[src/hw/rtl/ipqm_pkg.sv]
// Shared types, constants and the calculation sequence of the image pair quality map.
`default_nettype none
package ipqm_pkg;

   localparam int MAX_WIDTH  = 512;
   localparam int WIN_SIZE   = 5;
   localparam int WIN_CENTRE = 2;
   localparam int LINE_DEPTH = WIN_SIZE * MAX_WIDTH;
   localparam int COL_W      = 9;
   localparam int ROW_W      = 10;
   localparam int SLOT_W     = 3;
   localparam int ADDR_W     = 12;
   localparam int SUM_W      = 13;
   localparam int ACC_W      = 34;
   localparam int CFG_W      = 10;
   localparam int IDX_W      = 3;

   // 2601 * 625 and 23409 * 625: the stabilizing terms at window scale
   localparam logic [23:0] C1_TERM = 24'd1625625;
   localparam logic [23:0] C2_TERM = 24'd14630625;

   localparam logic [0:0] CSR_FRAME_WIDTH  = 1'd0;
   localparam logic [0:0] CSR_FRAME_HEIGHT = 1'd1;

   typedef logic [4:0] op_type;

   localparam op_type OP_NOP    = 5'd0;
   localparam op_type OP_ACCEPT = 5'd1;
   localparam op_type OP_READ   = 5'd2;
   localparam op_type OP_DEV    = 5'd3;
   localparam op_type OP_AB     = 5'd4;
   localparam op_type OP_SQA    = 5'd5;
   localparam op_type OP_SQB    = 5'd6;
   localparam op_type OP_DAB    = 5'd7;
   localparam op_type OP_DQA    = 5'd8;
   localparam op_type OP_DQB    = 5'd9;
   localparam op_type OP_P1     = 5'd10;
   localparam op_type OP_P2E    = 5'd11;
   localparam op_type OP_P2     = 5'd12;
   localparam op_type OP_P3     = 5'd13;
   localparam op_type OP_P4     = 5'd14;
   localparam op_type OP_DENLO  = 5'd15;
   localparam op_type OP_DENHI  = 5'd16;
   localparam op_type OP_CRLO   = 5'd17;
   localparam op_type OP_CRHI   = 5'd18;
   localparam op_type OP_NUM    = 5'd19;
   localparam op_type OP_SCALE  = 5'd20;
   localparam op_type OP_DIV    = 5'd21;
   localparam op_type OP_LOAD   = 5'd22;

   localparam int CALC_STEPS = 26;
   localparam int DIV_FIRST  = 18;

   typedef struct packed {
      op_type           op;
      logic [IDX_W-1:0] win_row;
      logic [IDX_W-1:0] win_col;
      logic [2:0]       div_shift;
   } cmd_type;

   typedef struct packed {
      logic window_ok;
      logic out_free;
   } status_type;

   function automatic cmd_type calc_cmd(logic [4:0] step);
      cmd_type    c;
      logic [4:0] shift;
      c       = '0;
      shift   = 5'(DIV_FIRST + 7) - step;
      unique case (step)
         5'd0:    c.op = OP_DEV;
         5'd1:    c.op = OP_AB;
         5'd2:    c.op = OP_SQA;
         5'd3:    c.op = OP_SQB;
         5'd4:    c.op = OP_DAB;
         5'd5:    c.op = OP_DQA;
         5'd6:    c.op = OP_DQB;
         5'd7:    c.op = OP_P1;
         5'd8:    c.op = OP_P2E;
         5'd9:    c.op = OP_P2;
         5'd10:   c.op = OP_P3;
         5'd11:   c.op = OP_P4;
         5'd12:   c.op = OP_DENLO;
         5'd13:   c.op = OP_DENHI;
         5'd14:   c.op = OP_CRLO;
         5'd15:   c.op = OP_CRHI;
         5'd16:   c.op = OP_NUM;
         5'd17:   c.op = OP_SCALE;
         default: begin
            c.op        = OP_DIV;
            c.div_shift = shift[2:0];
         end
      endcase
      return c;
   endfunction

endpackage
`default_nettype wire

[src/hw/rtl/ipqm_controller.sv]
// Controller: sequences the accept, window scan, calculation steps and result load.
`default_nettype none
module ipqm_controller (
   input  wire logic                 clock,
   input  wire logic                 reset,
   input  wire logic                 req_tvalid,
   output logic                      req_tready,
   input  wire ipqm_pkg::status_type status,
   output ipqm_pkg::cmd_type         cmd
);
   import ipqm_pkg::*;

   localparam logic [2:0] ST_IDLE  = 3'd0;
   localparam logic [2:0] ST_SCAN  = 3'd1;
   localparam logic [2:0] ST_DRAIN = 3'd2;
   localparam logic [2:0] ST_CALC  = 3'd3;
   localparam logic [2:0] ST_DONE  = 3'd4;

   logic [2:0]       state_ff, state_in;
   logic [IDX_W-1:0] row_ff, row_in, col_ff, col_in;
   logic [4:0]       step_ff, step_in;

   always_comb begin
      state_in = state_ff;
      row_in   = row_ff;
      col_in   = col_ff;
      step_in  = step_ff;
      cmd      = '0;
      unique case (state_ff)
         ST_IDLE: begin
            if (req_tvalid) begin
               cmd.op = OP_ACCEPT;
               row_in = '0;
               col_in = '0;
               state_in = status.window_ok ? ST_SCAN : ST_DONE;
            end
         end
         ST_SCAN: begin
            cmd.op      = OP_READ;
            cmd.win_row = row_ff;
            cmd.win_col = col_ff;
            if (col_ff == 3'(WIN_SIZE - 1)) begin
               col_in = '0;
               row_in = row_ff + 3'd1;
               if (row_ff == 3'(WIN_SIZE - 1)) begin
                  state_in = ST_DRAIN;
               end
            end else begin
               col_in = col_ff + 3'd1;
            end
         end
         ST_DRAIN: begin
            step_in  = '0;
            state_in = ST_CALC;
         end
         ST_CALC: begin
            cmd     = calc_cmd(step_ff);
            step_in = step_ff + 5'd1;
            if (step_ff == 5'(CALC_STEPS - 1)) begin
               state_in = ST_DONE;
            end
         end
         ST_DONE: begin
            if (status.out_free) begin
               cmd.op   = OP_LOAD;
               state_in = ST_IDLE;
            end
         end
         default: state_in = ST_IDLE;
      endcase
   end

   always_ff @(posedge clock) begin
      if (reset) begin
         state_ff <= ST_IDLE;
         row_ff   <= '0;
         col_ff   <= '0;
         step_ff  <= '0;
      end else begin
         state_ff <= state_in;
         row_ff   <= row_in;
         col_ff   <= col_in;
         step_ff  <= step_in;
      end
   end

   assign req_tready = (state_ff == ST_IDLE);

endmodule
`default_nettype wire

[config.mk]
export PLATFORM = sky130hd
export DESIGN_NAME = ipqm_controller
export DESIGN_NICKNAME = d
export VERILOG_FILES = /design/src/hw/rtl/ipqm_pkg.sv /design/src/hw/rtl/ipqm_controller.sv
export SDC_FILE = /design/constraint.sdc
export NUM_CORES = 1
export LEC_CHECK = 0
export ABC_AREA = 0
export CELL_PAD_IN_SITES_DETAIL_PLACEMENT = 1
export CELL_PAD_IN_SITES_GLOBAL_PLACEMENT = 1
export CORE_MARGIN = 8
export CORE_UTILIZATION = 40
export DETAILED_ROUTE_END_ITERATION = 8
export DONT_BUFFER_PORTS = 1
export PLACE_DENSITY_LB_ADDON = 0.1
export SLEW_MARGIN = 5
export SYNTH_ARGS = -nofsm -noshare
export SYNTH_HDL_FRONTEND = slang
export SYNTH_SLANG_ARGS = --single-unit
[constraint.sdc]
create_clock -name clock -period 2.7 [get_ports clock]
set_clock_uncertainty 0.2 [all_clocks]
set_input_delay 0.27 -clock clock [delete_from_list [all_inputs] [get_ports clock]]
set_output_delay 0.27 -clock clock [all_outputs]
set_load 0.02 [all_outputs]
==> results of run 1 <==
-- what timing repair did --
action / in CTS / in global routing
hold buffers: 2 / 0
pin swaps: 2 / 6
setup buffers: 1 / 0
endpoints found under the hold margin: 13 / 0
endpoints found under the setup margin: 5 / 5
resized for setup: 9 / 15
-- cell usage after synthesis, types with 2 or more instances --
| cell type | n | area, µm² |
|---|---|---|
| a21oi_1 | 17 | 85.1 |
| a31oi_1 | 3 | 18.8 |
| and2_1 | 3 | 18.8 |
| and3_1 | 2 | 12.5 |
| buf_6 | 3 | 33.8 |
| clkbuf_1 | 6 | 22.5 |
| dfxtp_1 | 14 | 280 |
| ha_1 | 10 | 125 |
| inv_1 | 9 | 33.8 |
| nand2_1 | 12 | 45.0 |
| nand2b_1 | 7 | 43.8 |
| nand3_1 | 8 | 40.0 |
| nor2_1 | 17 | 63.8 |
| nor2b_1 | 3 | 18.8 |
| nor3_1 | 11 | 55.1 |
| nor3b_1 | 5 | 37.5 |
| o211ai_1 | 2 | 15.0 |
| o21ai_0 | 4 | 20.0 |
| o21bai_1 | 3 | 22.5 |
| or3_1 | 2 | 12.5 |
-- power groups by stage --
stage,Combinational (W),Clock (W),Sequential [W]
CTS,0.000131,0.000163,0.000222
finish,0.000132,0.000155,0.000223
detailed placement,0.000124,0,0.000227
floorplan,0.000112,0,0.000221
global route,0.000149,0.000170,0.000224
global placement,0.000122,0,0.000226
-- kinds of logic (layout without fill, tap and decap cells) --
kind of cell               Yosys count  in the layout  share of synthesized area (%)
and+or+nand+nor                     79             79                           36.1
xor gates and xnor gates             1              1                          0.734
muxes                                2              2                           1.78
DFF                                 14             14                           23.5
AOI/OAI and AO/OA                   36             36                           18.8
buffers and inverters               19             29                           8.70
adders and majority gates           10             10                           10.5
-- critical path, cell delays in order, from the launching register on --
cell and delay (ns):
dfxtp_4 0.37, ha_2 0.17, and3_1 0.19, ha_1 0.20, o21bai_4 0.19, or3_4 0.39, nor3_4 0.22, buf_6 0.15
-- registers in the layout, indices dropped and copies added, names as in the netlist --
register	cells
col_ff	3
row_ff	3
state_ff	3
step_ff	5
-- worst max path at each step --
| stage | slack, ns | cells past startpoint | endpoint |
|---|---|---|---|
| finish | 0.08 | 7 | cmd[0] |
| CTS | 0.0002 | 7 | cmd[1] |
| floorplan | 0.17 | 6 | cmd[0] |
| detailed placement | 0.11 | 5 | cmd[9] |
| global route | -0.03 | 8 | cmd[12] |
| global placement | 0.19 | 5 | cmd[9] |
-- stage by stage --
| stage | power (W) | instances | utilization [%] | cell area (µm²) | setup slack, ns |
|---|---|---|---|---|---|
| 2_1_floorplan | 0.000333 | 161 | - | 1190 | 0.174 |
| 3_3_place_gp | 0.000348 | 197 | 42.8 | 1260 | 0.192 |
| 3_5_place_dp | 0.000351 | 197 | 42.8 | 1260 | 0.114 |
| 4_1_cts | 0.000516 | 204 | 46.1 | 1360 | 0.000225 |
| 5_1_grt | 0.000543 | 204 | 48.4 | 1430 | -0.0272 |
| 6_report | 0.000509 | 204 | 48.4 | 1430 | 0.0810 |
-- per-layer routing --
layer	vias to the layer above	GRT usage, %	share of wire, %	routed length [µm]
met4	0	4.16	0.87	29
met5	-	0	0	0
met3	4	3.67	3.6	120
met2	16	23.7	49	1640
li1	589	-	-	-
met1	560	16.9	47	1560
-- cell type report --
| cell class | instances | area [µm²] |
|---|---|---|
| Clock buffer | 4 | 36.3 |
| Sequential cell | 14 | 288 |
| Fill cell | 373 | 1520 |
| Tap cell | 33 | 41.3 |
| Multi-Input combinational cell | 128 | 897 |
| Inverter | 9 | 33.8 |
| Timing Repair Buffer | 16 | 133 |
==> results.ini, run 1 <==
[grt]
grt_use_total_pct=14.0
grt_pass1_vias=1228
antenna_found_initial=0
grt_pass1_wl_um=5800
overflow=0
grt_max_degree=19

[sta]
finalSetupTns_ns=0
hold_viol=0
whs_ns=0.0169
slew_viol_final=0
period_needed_ns=2.62
rsz0062_at_grt=true
tightest_slew_ns=0.564
max_freq_mhz=382
max-slew-margin-rel_pct=62.3
setup_violations=0
period_share_pct=97.0

[placed_design]
gp_congestion=0.810
io_buffers=0
dp_hpwl_um=2470

[worst_setup_path]
start_kind=flip-flop
crit_start=step_ff[1]$_SDFFE_PP0P_
critical_path_class=flip-flop to output pin
required_ns=2.23
r2r.worst_path.cells=6
crit_path_end_kind=output pin
r2r-end=row_ff[2]$_SDFFE_PP0P_
path_max_fanout=5
cp.arrival_ns=2.15
reg2reg_from=state_ff[0]$_SDFFE_PP0P_
r2r_slack_ns=0.19

[detailed_routing]
ant_nets=0
routed_wl_um=3350
drc=0
post_drt_wl_per_cell_um=16.4
drt_iter0_markers=96
routed-via-count=1169
firstDrtPassIters=4
vias_per_cell=5.73

[synthesis]
syn_inst=161
synth-seq-cells=14
synth_async_sr_flop_share_pct=0
synth_fp_nets=176
synth_area_um2=1190
synth_edf_count=0
ys.flop_type=dfxtp_1
avgSynthCellArea_um2=7.41
yosysUniqueCellTypes=40
yosysSeqAreaShare_pct=23.5
ys_warn_count=0

[hold_path]
hp-start=reset
holdPathEnd=state_ff[2]$_SDFFE_PP0P_
holdPathStages=2
hold_class=primary input to flip-flop

[pwr]
p_sw_w=0.000167
clock_power_share_pct=30.4
power_density_nw_per_um2=356
p_int_w=0.000342
seq_power_share_pct=43.7
power.leakage_nw=0.532
ir_worst_vdd_mv=0.190
swShare_pct=32.7
power_frac_comb_pct=25.8

[clock_network]
numCtsBuffers=3
cts.sinks=14
cts_buffer_depth=2
clock_latency_ns=0.29
cts_tree=built
htree_levels=1
clk_pin_slew_ns=0.09
root_buffer=clkbuf_4

[floorplanning]
core_area_um2=2950
row_count=20
initial_core_util_pct=40.4
die_x_um=70.6
design.die.area_um2=4990
die_y_um=70.6
pin_count=20

[finish]
mostFrequentLayoutCells=nor2_1 (16), a21oi_1 (16), nand2_1 (12), dfxtp_1 (12), buf_4 (12)
area_growth_pct=19.7
nNetsFinal=187
drive_above_1_share_pct=22.2
n_antenna_cell=0

[run]
cap_violations=0

[outcome]
status=complete, no violations

Note: power is estimated with default switching activity, not from simulation.
==> inputs of run 2 (changes only) <==
--- a/config.mk
+++ b/config.mk
@@ -6,13 +6,13 @@
 export NUM_CORES = 1
 export LEC_CHECK = 0
 export ABC_AREA = 0
+export BUFFER_PORTS_ARGS = -buffer_cell sky130_fd_sc_hd__buf_2
 export CELL_PAD_IN_SITES_DETAIL_PLACEMENT = 1
 export CELL_PAD_IN_SITES_GLOBAL_PLACEMENT = 1
 export CORE_MARGIN = 8
 export CORE_UTILIZATION = 40
 export DETAILED_ROUTE_END_ITERATION = 8
-export DONT_BUFFER_PORTS = 1
-export PLACE_DENSITY_LB_ADDON = 0.1
+export PLACE_DENSITY = 0.75
 export SLEW_MARGIN = 5
 export SYNTH_ARGS = -nofsm -noshare
 export SYNTH_HDL_FRONTEND = slang
==> run 2 against run 1 <==
  * Worst setup slack better by 0.0019 ns
  * Count of clock-buffer cells in the layout is 1 lower
  * Sequential power is 3% higher
  * Wire length is 3.3% lower
  * Critical path depth stayed put
  * Sequential share of layout area is 0.85 points higher
==> results.ini, run 2 (synthesis gave the netlist of run 1 again) <==
[outcome]
status=complete, no violations

[floorplanning]
die_y_um=70.6
pin_count=20
initial_core_util_pct=40.4
design.die.area_um2=4990
core_area_um2=2950
row_count=20
die_x_um=70.6

[clock_network]
cts_hold_buf=0
cts.sinks=14
htree_levels=1
numCtsBuffers=3
cts_tree=built
clock_latency_ns=0.27
root_buffer=clkbuf_4
cts_buffer_depth=2
clk_pin_slew_ns=0.09

[detailed_routing]
drt_iter0_markers=88
routed_wl_um=3240
post_drt_wl_per_cell_um=15.3
ant_nets=0
vias_per_cell=5.66
firstDrtPassIters=4
routed-via-count=1199
drc=0

[finish]
stdcell_count=212
seqCellArea_um2=287
area_growth_pct=14.4
largest_register_ffs=5
nNetsFinal=196
fillCellCount=390
n_antenna_cell=0
mostFrequentLayoutCells=nor2_1 (17), a21oi_1 (17), buf_2 (17)
drive_above_1_share_pct=24.0
largest_register=step_ff
multi_input_area_um2=836

[pwr]
power_density_nw_per_um2=347
power_frac_comb_pct=26.7
ir_worst_vdd_mv=0.192
swShare_pct=33.5
seq_power_share_pct=48.6
power.leakage_nw=0.546
p_int_w=0.000315
clock_power_share_pct=24.7
p_sw_w=0.000159

[grt]
antenna_found_initial=0
grt_pass1_vias=1203
use_met1_pct=15.0
overflow=0
grt_max_degree=20
use_met3_pct=2.97
gr-max-usage-layer=met2
grt_use_total_pct=13.2
grtUsageMet2_pct=24.2
grt_pass1_wl_um=5580

[sta]
setup_violations=0
tightest_slew_ns=0.535
max_freq_mhz=382
hold_viol=0
period_share_pct=96.9
whs_ns=0.0251
max-slew-margin-rel_pct=64.3
slew_viol_final=0
worst_slack_ns=0.0829
period_needed_ns=2.62

[hold_path]
hold_class=primary input to flip-flop

[placed_design]
io_buffers=19
gp_congestion=0.898
dp.cells=208
dp_hpwl_um=2530
dpl_worst_slack_ns=0.270

[worst_setup_path]
path_max_fanout=5
start_kind=flip-flop
critical_path_class=flip-flop to output pin
crit_path_end_kind=output pin
required_ns=2.23
cp.arrival_ns=2.15

[run]
cap_violations=0

run 2: changes by cell type in the layout (fill, tap and decap cells not counted), sizes merged:
cell | previous run | this run
dlygate4sd3 | 2 | 0
buf | 14 | 25
clkbuf | 4 | 3
run 2: critical path: stages, from the launching register on:
cell      delay (ns)
dfxtp_4         0.37
ha_2            0.18
and3_1          0.18
ha_1            0.18
o21bai_2        0.21
or3_4           0.41
nor3_2          0.18
buf_4           0.18
run 2: power groups by stage:
stage          Clock [W]  Sequential (W)  Combinational [W]
2_1_floorplan          0        0.000221           0.000112
3_3_place_gp           0        0.000236           0.000125
3_5_place_dp           0        0.000236           0.000128
6_report        0.000117        0.000230           0.000126
5_1_grt         0.000127        0.000233           0.000142
4_1_cts         0.000123        0.000231           0.000129
run 2: area by class of cell:
class                   count  area share (%)
well taps                  33            3.02
clock buffers               3            1.65
inverters                   9            2.47
multi-input cells         128            61.2
flip-flops and latches     14            21.0
repair buffers             25            10.6
run 2: per-layer routing:
| layer | vias up | routed length, µm |
|---|---|---|
| li1 | 606 | - |
| met3 | 2 | 99 |
| met4 | 0 | 17 |
| met5 | - | 0 |
| met2 | 13 | 1640 |
| met1 | 578 | 1480 |
run 2: final timing paths:
path	cells past startpoint	slack (ns)	start	to
min reg2reg	2	0.30	col_ff[1]$_SDFFE_PP0P_	col_ff[1]$_SDFFE_PP0P_
min	2	0.03	req_tvalid	row_ff[2]$_SDFFE_PP0P_
max	7	0.08	step_ff[0]$_SDFFE_PP0P_	cmd[1]
max reg2reg	4	0.66	state_ff[0]$_SDFFE_PP0P_	row_ff[2]$_SDFFE_PP0P_
run 2: repair_timing:
| item | 4_1_cts | 5_1_grt |
|---|---|---|
| setup buffers | 0 | 1 |
| pin swaps | 0 | 2 |
| setup endpoints to repair | 2 | 6 |
| resized for setup | 2 | 10 |
run 2: through the flow:
step	setup TNS [ns]	utilization [%]	total power (W)	instance area, µm²
final	0	46.2	0.000474	1370
after global routing	-0.0170	46.2	0.000502	1370
after CTS	0	44.9	0.000483	1330
after detailed placement	0	43.9	0.000364	1300
after global placement	0	43.9	0.000361	1300
after floorplan	0	-	0.000333	1190
